File: src/hdl/sfcr_pkg.sv
`timescale 1ns / 1ps
// ----------------------------------------------------------------------------
// sfcr_pkg
// Shared types and constants for the sensor frame checksum receiver.
// ----------------------------------------------------------------------------
package sfcr_pkg;

  // Byte position counter width and its saturation value
  localparam int          POS_W       = 4;
  localparam logic [3:0]  POS_MAX     = 4'd15;

  // Default minimum frame length (legal range 9..16)
  localparam int          FRAME_LEN_DEF = 9;

  // Frame layout
  localparam logic [7:0]  START_MARK  = 8'hFF;
  localparam logic [3:0]  HIGH_POS    = 4'd6;
  localparam logic [3:0]  LOW_POS     = 4'd7;

  // Status codes
  typedef enum logic [1:0] {
    ST_OK        = 2'd0,
    ST_SHORT     = 2'd1,
    ST_BAD_START = 2'd2,
    ST_BAD_SUM   = 2'd3
  } sfcr_status_t;

  // One result transaction
  typedef struct packed {
    sfcr_status_t status;
    logic [15:0]  concentration;
  } sfcr_result_t;

endpackage

File: src/hdl/sfcr_frame_track.sv
`timescale 1ns / 1ps
// ----------------------------------------------------------------------------
// sfcr_frame_track
// Per-byte chunk state (position, start byte, running sum, reading bytes)
// and the end-of-chunk frame check.
// ----------------------------------------------------------------------------
module sfcr_frame_track #(
  parameter int FRAME_LEN = sfcr_pkg::FRAME_LEN_DEF
) (
  input  logic                 clk,
  input  logic                 rst_n,
  input  logic                 byte_acc,
  input  logic [7:0]           rx_byte,
  input  logic                 chunk_last,
  output logic                 res_valid,
  output sfcr_pkg::sfcr_result_t res
);

  localparam logic [sfcr_pkg::POS_W-1:0] MIN_LAST_POS =
    sfcr_pkg::POS_W'(FRAME_LEN - 1);

  logic [sfcr_pkg::POS_W-1:0] pos_r, pos_nxt;
  logic [7:0]  start_r, start_nxt;
  logic [7:0]  sum_r, sum_nxt;
  logic [7:0]  high_r, high_nxt;
  logic [7:0]  low_r, low_nxt;
  logic [15:0] held_r, held_nxt;

  logic [7:0]  first_byte;
  logic [7:0]  expect_sum;
  sfcr_pkg::sfcr_status_t status;

  // Frame check, first failing test wins
  always_comb begin
    first_byte = (pos_r == '0) ? rx_byte : start_r;
    expect_sum = 8'(8'd0 - sum_r);
    priority if (pos_r < MIN_LAST_POS) begin
      status = sfcr_pkg::ST_SHORT;
    end else if (first_byte != sfcr_pkg::START_MARK) begin
      status = sfcr_pkg::ST_BAD_START;
    end else if (rx_byte != expect_sum) begin
      status = sfcr_pkg::ST_BAD_SUM;
    end else begin
      status = sfcr_pkg::ST_OK;
    end
  end

  // Next state
  always_comb begin
    pos_nxt   = pos_r;
    start_nxt = start_r;
    sum_nxt   = sum_r;
    high_nxt  = high_r;
    low_nxt   = low_r;
    held_nxt  = held_r;
    if (byte_acc) begin
      if (chunk_last) begin
        pos_nxt   = '0;
        start_nxt = '0;
        sum_nxt   = '0;
        high_nxt  = '0;
        low_nxt   = '0;
        if (status == sfcr_pkg::ST_OK) begin
          held_nxt = {high_r, low_r};
        end
      end else begin
        if (pos_r == '0) begin
          start_nxt = rx_byte;
        end else begin
          sum_nxt = sum_r + rx_byte;
        end
        if (pos_r == sfcr_pkg::HIGH_POS) begin
          high_nxt = rx_byte;
        end
        if (pos_r == sfcr_pkg::LOW_POS) begin
          low_nxt = rx_byte;
        end
        if (pos_r != sfcr_pkg::POS_MAX) begin
          pos_nxt = pos_r + sfcr_pkg::POS_W'(1);
        end
      end
    end
  end

  always_ff @(posedge clk) begin
    if (!rst_n) begin
      pos_r   <= '0;
      start_r <= '0;
      sum_r   <= '0;
      high_r  <= '0;
      low_r   <= '0;
      held_r  <= '0;
    end else begin
      pos_r   <= pos_nxt;
      start_r <= start_nxt;
      sum_r   <= sum_nxt;
      high_r  <= high_nxt;
      low_r   <= low_nxt;
      held_r  <= held_nxt;
    end
  end

  // Result goes out on the last byte, reporting the updated reading
  assign res_valid         = byte_acc && chunk_last;
  assign res.status        = status;
  assign res.concentration = held_nxt;

  // Position restarts after every chunk end
  a_pos_clear: assert property (@(posedge clk) disable iff (!rst_n)
    byte_acc && chunk_last |=> pos_r == '0)
    else $error("position not cleared after chunk end");

  // Position advances by one on a middle byte below saturation
  a_pos_step: assert property (@(posedge clk) disable iff (!rst_n)
    byte_acc && !chunk_last && pos_r != sfcr_pkg::POS_MAX
      |=> pos_r == $past(pos_r) + sfcr_pkg::POS_W'(1))
    else $error("position did not advance");

  // Held reading only changes on an accepted frame
  a_held_only_ok: assert property (@(posedge clk) disable iff (!rst_n)
    held_r != $past(held_r)
      |-> $past(res_valid) && $past(res.status) == sfcr_pkg::ST_OK)
    else $error("held reading changed without accepted frame");

endmodule

File: src/hdl/sfcr_out_reg.sv
`timescale 1ns / 1ps
// ----------------------------------------------------------------------------
// sfcr_out_reg
// Output register holding one result transaction until the sink takes it.
// ----------------------------------------------------------------------------
module sfcr_out_reg (
  input  logic                   clk,
  input  logic                   rst_n,
  input  logic                   res_valid,
  input  sfcr_pkg::sfcr_result_t res,
  input  logic                   out_tready,
  output logic                   out_tvalid,
  output sfcr_pkg::sfcr_result_t out_res,
  output logic                   slot_free
);

  logic                   valid_r;
  sfcr_pkg::sfcr_result_t data_r;

  // Slot is free when empty or drained this cycle
  assign slot_free = !valid_r || out_tready;

  // Valid flag
  always_ff @(posedge clk) begin
    if (!rst_n) begin
      valid_r <= 1'b0;
    end else if (res_valid) begin
      valid_r <= 1'b1;
    end else if (out_tready) begin
      valid_r <= 1'b0;
    end
  end

  // Payload, no reset
  always_ff @(posedge clk) begin
    if (res_valid) begin
      data_r <= res;
    end
  end

  assign out_tvalid = valid_r;
  assign out_res    = data_r;

endmodule

File: src/hdl/sensor_frame_checksum_receiver.sv
`timescale 1ns / 1ps
// ----------------------------------------------------------------------------
// sensor_frame_checksum_receiver
// Checks gas sensor frames byte by byte and reports status and reading.
// ----------------------------------------------------------------------------
//  Channel | Dir | Signals                       | Content
//  in_     | in  | tvalid tready tdata[7:0] tlast | rx_byte, chunk_last
//  out_    | out | tvalid tready tdata[15:0] tuser| concentration, frame_status
//
// One byte per cycle; the running sum and position counter update in the
// cycle a byte is taken, and the result lands in the output register in
// the cycle after the last byte. Middle bytes are taken even while a result
// waits; a last byte waits until the output register is free or draining.
// Synchronous active-low reset clears chunk state, held reading, out valid.
// ----------------------------------------------------------------------------
module sensor_frame_checksum_receiver #(
  parameter int FRAME_LEN = sfcr_pkg::FRAME_LEN_DEF
) (
  input  logic        clk,
  input  logic        rst_n,
  input  logic        in_tvalid,
  output logic        in_tready,
  input  logic [7:0]  in_tdata,   // [7:0] rx_byte
  input  logic        in_tlast,   // chunk_last
  output logic        out_tvalid,
  input  logic        out_tready,
  output logic [15:0] out_tdata,  // [15:0] concentration
  output logic [1:0]  out_tuser   // [1:0] frame_status
);

  logic                   byte_acc;
  logic                   res_valid;
  logic                   slot_free;
  sfcr_pkg::sfcr_result_t res;
  sfcr_pkg::sfcr_result_t out_res;

  assign in_tready = slot_free || !in_tlast;
  assign byte_acc  = in_tvalid && in_tready;

  sfcr_frame_track #(
    .FRAME_LEN (FRAME_LEN)
  ) u_track (
    .clk        (clk),
    .rst_n      (rst_n),
    .byte_acc   (byte_acc),
    .rx_byte    (in_tdata),
    .chunk_last (in_tlast),
    .res_valid  (res_valid),
    .res        (res)
  );

  sfcr_out_reg u_out (
    .clk        (clk),
    .rst_n      (rst_n),
    .res_valid  (res_valid),
    .res        (res),
    .out_tready (out_tready),
    .out_tvalid (out_tvalid),
    .out_res    (out_res),
    .slot_free  (slot_free)
  );

  assign out_tdata = out_res.concentration;
  assign out_tuser = out_res.status;

  // A last byte always yields a result next cycle
  a_last_gives_result: assert property (@(posedge clk) disable iff (!rst_n)
    in_tvalid && in_tready && in_tlast |=> out_tvalid)
    else $error("no result after last byte");

endmodule
File: config.mk
export PLATFORM = sky130hd
export DESIGN_NAME = sensor_frame_checksum_receiver
export DESIGN_NICKNAME = d
export VERILOG_FILES = /design/src/hdl/sfcr_pkg.sv /design/src/hdl/sfcr_frame_track.sv /design/src/hdl/sfcr_out_reg.sv /design/src/hdl/sensor_frame_checksum_receiver.sv
export SDC_FILE = /design/constraint.sdc
export NUM_CORES = 1
export LEC_CHECK = 0
export BUFFER_PORTS_ARGS = -buffer_cell sky130_fd_sc_hd__buf_2
export CORE_MARGIN = 1.5
export CORE_UTILIZATION = 50
export CTS_BUF_LIST = sky130_fd_sc_hd__clkbuf_8
export DETAILED_ROUTE_END_ITERATION = 6
export PLACE_DENSITY = 0.78
export SLEW_MARGIN = 30
export SYNTH_ARGS = -nofsm -noshare
export SYNTH_HDL_FRONTEND = slang
export SYNTH_SLANG_ARGS = --single-unit
File: constraint.sdc
create_clock -name clk -period 4.15 [get_ports clk]
set_clock_uncertainty 0.15 [all_clocks]
set_input_delay 0.83 -clock clk [delete_from_list [all_inputs] [get_ports clk]]
set_output_delay 0.83 -clock clk [all_outputs]
set_load 0.03 [all_outputs]
Yosys cells after proc, flatten, opt, wreduce, memory -nomap -nowiden

Cells that the tools add are included.

Bits in registers: 71
Bits of input ports: 13
Output and inout bits: 20
Logic and storage cells: 53

$add $sub $neg: 3
Magnitude comparators: 1
Equality and inequality tests: 6
Mux-type cells: 18
Reduce and logical (&&, ||, !) cells: 16

Operator list:

| cell                                                               | number |
|---|---|
| 8-bit two-way mux                                                  | 8 |
| 16-bit two-way mux                                                 | 3 |
| 8-bit adder                                                        | 1 |
| 4-bit by 3-bit == test with 1-bit output (second input constant)   | 2 |
| 4-bit two-way mux                                                  | 2 |
| 8-bit != test                                                      | 1 |
| 8-bit != test (second input constant)                              | 1 |
| 2-bit AND reduction                                                | 4 |
| 2-bit nonzero test                                                 | 4 |
| 1-bit by 8-bit subtractor with 8-bit output (first input constant) | 1 |
| 2-bit two-way mux                                                  | 3 |
| 4-bit by 1-bit adder with 4-bit output (second input constant)     | 1 |
| 4-bit zero test                                                    | 1 |
| 4-bit less-than comparator (second input constant)                 | 1 |
| 4-bit != test (second input constant)                              | 1 |
| 1-bit logical AND                                                  | 2 |
| 1-bit zero test                                                    | 2 |
| 2-bit zero test                                                    | 1 |
| 1-bit logical OR                                                   | 2 |
| 1-bit two-way mux                                                  | 2 |
| 2-bit != test (second input constant)                              | 1 |

Depth between registers and ports, before layout

Depth in word-level cells: 9
Gate-level depth with buffers: 10
Gate-level depth less buffers: 8

By module

Synthesis repeated with hierarchy kept, for this count alone.

Cell total of the unflattened synthesis: 344
Area, all modules: 3583.4 µm²

By module, submodules not included:

| module                         | instances | cells an instance | area each (µm²) | sequential area each (µm²) |
|---|---|---|---|---|
| sfcr_frame_track               | 1         | 320               | 2971.6          | 1041.0 |
| sfcr_out_reg                   | 1         | 22                | 589.3           | 560.5 |
| sensor_frame_checksum_receiver | 1         | 2                 | 22.5            | 0.0 |

Least setup slack after synthesis

No wires, ideal clock.

Path type: input to register
From: input out_tready
To: register u_out.data_r (netlist bit u_out.out_res[5]) (data pin)
Data arrival time: 2.740 ns
Setup slack: 0.998 ns
Stages: 6
Path buffers: 1
Cell sequence: nand2b_1 -> nor2b_1 -> nand3_1 -> buf_2 -> o21ai_0 -> nand2_1

RTL lines:

| what                   | RTL line                             | source |
|---|---|---|
| start: declaration     | sensor_frame_checksum_receiver.sv:26 | `input logic out_tready,` |
| end signal: assignment | sfcr_out_reg.sv:37                   | `data_r <= res;` |
| end: declaration       | sfcr_out_reg.sv:18                   | `sfcr_pkg::sfcr_result_t data_r;` |

Worst setup path after layout

From: input in_tdata[7]
To: register u_track.held_r[2]

Word-level cells in the longest chain between the ends: 8
Elaborated cells between the ends (all ways): 10
Classes of those cells: eq/ne (2); mux (7); reduce/logical (1)

RTL lines:

| what                                               | RTL line                                       | source |
|---|---|---|
| start: declaration                                 | sensor_frame_checksum_receiver.sv:23           | `input logic [7:0] in_tdata,` |
| 8-bit != test or 8-bit two-way mux (tied branches) | -                                              |  |
| 2-bit two-way mux or 8-bit != test (tied branches) | sfcr_frame_track.sv:41, sfcr_frame_track.sv:39 |  |
| 2-bit two-way mux (*)                              | sfcr_frame_track.sv:39                         | `end else if (first_byte != sfcr_pkg::START_MARK) begin` |
| 2-bit two-way mux (*)                              | sfcr_frame_track.sv:37                         | `priority if (pos_r < MIN_LAST_POS) begin` |
| 2-bit zero test (*)                                | sfcr_frame_track.sv:63                         | `if (status == sfcr_pkg::ST_OK) begin` |
| 16-bit two-way mux (*)                             | sfcr_frame_track.sv:63                         |  |
| 16-bit two-way mux (*)                             | sfcr_frame_track.sv:57                         | `if (chunk_last) begin` |
| 16-bit two-way mux (*)                             | sfcr_frame_track.sv:56                         | `if (byte_acc) begin` |
| end signal: assignment                             | sfcr_frame_track.sv:99                         | `held_r <= held_nxt;` |
| end: declaration                                   | sfcr_frame_track.sv:27                         | `logic [15:0] held_r, held_nxt;` |

Every way passes the cells marked *; elsewhere a longest branch is shown, timed or not.
A chain may end at the register's enable or synchronous reset.

==> results.md <==
- Including well taps, the total number of placed cells is 436.
- 0 antenna diodes ended up in the layout.
- Port buffering added 32 buffers.
- In this run the worst hold path is classified as flop to flop.
- For this block, the via count after detailed routing is 2592.
- The count of endpoints failing setup in the final report is 0.
- The kind of cell adding the most delay to the critical path is compound AO/OA/AOI/OAI gates.
- The register clock-pin slew on the reported worst setup and hold paths is 0.07 ns.
- In the synthesized netlist, the number of instances is 342.
- The flow ran to the end, and the final reports show no timing, DRC or antenna violations.
- After detailed routing, the total wire length is 6834 um.
- Adding up every negative setup slack in the final design gives 0 ns.
- The actual transition at the worst max-transition pin is 0.7721 ns.
- At the end of the flow the core is filled with cells to 58.35%.
- When the netlist entered floorplanning its net count stood at 367.
- The total routing resource utilization after global routing is 19.83%.
- Counting flops with an async set or reset pin after synthesis yields a share of 0%.
- The post-route antenna net violation count is 0.
- The synthesized area per cell is 9.735 sq um.
- The worst setup path is captured at a flop.
- Of all nets on the critical path, the largest fanout is 17.
- The total of max-cap violations is 0.
- The number of hold buffers added after CTS was 0.
- The flip-flop and latch count after synthesis is 71.
- In this run the count of I/O pins placed on the die edge is 33.
- In the routed design, unresolved DRC markers number 0.
- Summed over all cells, the static leakage comes to 1.487 nW.
- The post-route netlist has 20.00% of its cells at a drive strength greater than 1.
- In the synthesized netlist the dominant register cell turns out to be sky130_fd_sc_hd__dfxtp_1.
- The clock tree synthesis step divided the H-tree into 3 levels.
- The cell area after placement is 3502 sq um.
- The CTS tree is yes.
- The wire-length estimate of the detail-placed layout is 4680 um.
- The iteration-0 DRC count of the detailed router is 134.
- The die covers 7157 sq um.
- The pre-antenna-repair detailed-routing pass consisted of 4 iterations.
- Ranked by total cell area, the synthesized netlist is headed by sky130_fd_sc_hd__dfxtp_1 (32%), sky130_fd_sc_hd__edfxtp_1 (16%), sky130_fd_sc_hd__a22oi_1 (6.5%).
- The minimum clock period is 2.818 ns.
- The synthesized design contains 18 enable-type register cells.
- The first global-routing pass estimated 11320 um of wire.
- Power spread over the standard cell area amounts to 391.9 nW/um^2.
- The tree built by TritonCTS fans out to 71 sinks.
- The effective utilization at floorplan is 52.14%.
- Headroom to the max-slew limit came out at 48.38%.
- The non-filler instance count after layout is 452.
- STA classifies the critical path startpoint as a primary input.
- At the later pin of the worst-skew pair, clock insertion delay measures 0.33 ns.
- For this run the aggregate overflow at the end of global routing stands at 0.
- Routability-driven placement finished with a final weighted congestion of 0.8138.
- Setup repair after global routing left no endpoint under its margin.
- The maximum number of buffers from clock root to sink is 2.
- In the routed layout, each cell is associated on average with a via count of 5.735.
- The die is 84.60 um wide.
- The number of buffers and inverters on the critical path is 1.
- sky130_fd_sc_hd__dfxtp_1 is the most common cell in the netlist.
- The critical path goes through buf_2, xnor2_1, and4b_1, a221o_1, o2111a_1, nand3_1, a21oi_1.
- The total count of hold-check failures in the final report is 0.
- The placement row count is 29.
- In the synthesized netlist, the cells that appear most often are sky130_fd_sc_hd__dfxtp_1 (53), sky130_fd_sc_hd__nor2_1 (43), sky130_fd_sc_hd__a21oi_1 (29), sky130_fd_sc_hd__a22oi_1 (29), sky130_fd_sc_hd__nand2_1 (24).
- The setup fix buffers added after clock tree synthesis is 0.
- The part of the cycle the worst path needs is 67.89%.
- Entering global routing, the biggest net connects 51 pins.
- The library cell with the largest summed area after synthesis is sky130_fd_sc_hd__dfxtp_1.
- The core region is 6386 sq um.
- The root buffer selected by CTS is sky130_fd_sc_hd__clkbuf_8.
- The average routed wire per standard cell is 15.12 um.
- The fill cell total of the finished layout is 567.
- The number of pins with negative max-slew slack in the final report is 0.
- The critical path required time is 4.26 ns.
- The maximum clock rate is 354.9 MHz.
- Post-CTS repair changed the size of 0 cells.
- Along the worst hold path, the cell count comes to 2.
- The worst-case IR drop observed on VDD is 0.2098 mV.
- The number of logic stages on the critical path including buffering is 7.
- The final instance area is 3726 sq um.
- The net total in the final layout is 395.
- Hold timing on the final database bottoms out at a slack of 0.3093 ns.
- The largest individual stage delay along the critical path comes from the cell sky130_fd_sc_hd__o2111a_1.
- Of the synthesized area, sequential elements account for 48.10%.
- The biggest cell delay along the critical path is 0.71 ns.
- The number of clock buffers added by TritonCTS is 9.
- The worst register-to-register path has a depth of 8.
- Data arrives at the worst endpoint at 2.92 ns.
- The cell area after technology mapping is 3329 sq um.
- Measured along the y axis, the die boundary spans 84.60 um.
- The number of global-route vias before repair is 2442.
- The critical path class is primary input to flop.
- The fraction of synthesized cell area taken by the top area cell type is 31.87%.
- The number of distinct library cell variants in the gate-level netlist after synthesis is 50.
- The area growth from synthesis to layout is 11.91%.
- The initial antenna violation count is 0.
- During synthesis, Yosys emitted a total of 0 warnings.
worst min-delay path, cell delays in order (launching register included):
cell                      delay [ns]
sky130_fd_sc_hd__dfxtp_1        0.31
sky130_fd_sc_hd__o21ai_2        0.05
sky130_fd_sc_hd__a21oi_1        0.05
registers in the layout (all words and copies together), names as in the netlist:
name / flops
u_track.low_r: 8
u_track.held_r: 16
u_out.out_tvalid: 1
u_track.pos_r: 4
u_track.start_r: 8
u_track.sum_r: 8
u_out.out_res: 18
u_track.high_r: 8
worst paths after layout:
| check | startpoint | endpoint | slack, ns |
|---|---|---|---|
| min | u_track.held_r[8]$_SDFF_PN0_ | u_track.held_r[8]$_SDFF_PN0_ | 0.31 |
| max | in_tdata[7] | u_track.held_r[2]$_SDFF_PN0_ | 1.33 |
| max reg2reg | u_track.sum_r[1]$_SDFFE_PN0P_ | u_track.held_r[2]$_SDFF_PN0_ | 1.34 |
| min reg2reg | u_track.held_r[8]$_SDFF_PN0_ | u_track.held_r[8]$_SDFF_PN0_ | 0.31 |
cell usage in the layout (no fill, tap or decap), drive strengths merged, types with 3 or more instances in the layout:
cell type,n
dfxtp,53
nor2,43
buf,34
a21oi,29
a22oi,29
nand2,24
nand3,23
o21ai,21
edfxtp,18
ha,11
clkbuf,11
inv,9
xnor2,7
nor2b,7
nand4,5
nor3,5
xor2,5
and3,3
o21bai,3
a21o,3
clkinv,3
metal layers:
layer  routed length (um)  track usage, %  up-vias
met5                    0               0        -
met4                  107           8.798        0
met3                  395           4.326       12
met2                 3285           32.76       73
met1                 3045           24.94     1207
li1                     -               -     1300
cell families after synthesis:
kind of cell	Yosys count	synth area share [%]
buffers and inverters	26	4.058
DFF	71	48.10
and+or+nand+nor	123	19.32
adders and majority gates	12	4.735
AOI/OAI and AO/OA	97	20.33
muxes	1	0.3007
xor gates and xnor gates	12	3.157
final cells by class:
cell class	count	area (sq um)	share of cell area [%]
sequential	71	1602	42.98
clock buffer	11	151.4	4.063
inverter	9	33.78	0.9066
multi-input combinational	245	1595	42.81
clock inverter	5	72.57	1.948
timing repair buffer	34	175.2	4.701
tap	77	96.34	2.586
where the power goes:
group          total [W]  switching [W]  internal [W]
clock network   0.000613       0.000246      0.000366
logic           0.000120      0.0000818     0.0000382
registers       0.000727     0.00000733      0.000720
per-stage QoR:
stage,setup slack [ns],power [W]
2_1_floorplan,0.9982,0.0008258
3_3_place_gp,1.088,0.0008592
6_report,1.332,0.001460
5_1_grt,1.133,0.001513
4_1_cts,1.349,0.001469
3_5_place_dp,1.013,0.0008623
(Power assumes the default switching activity.)
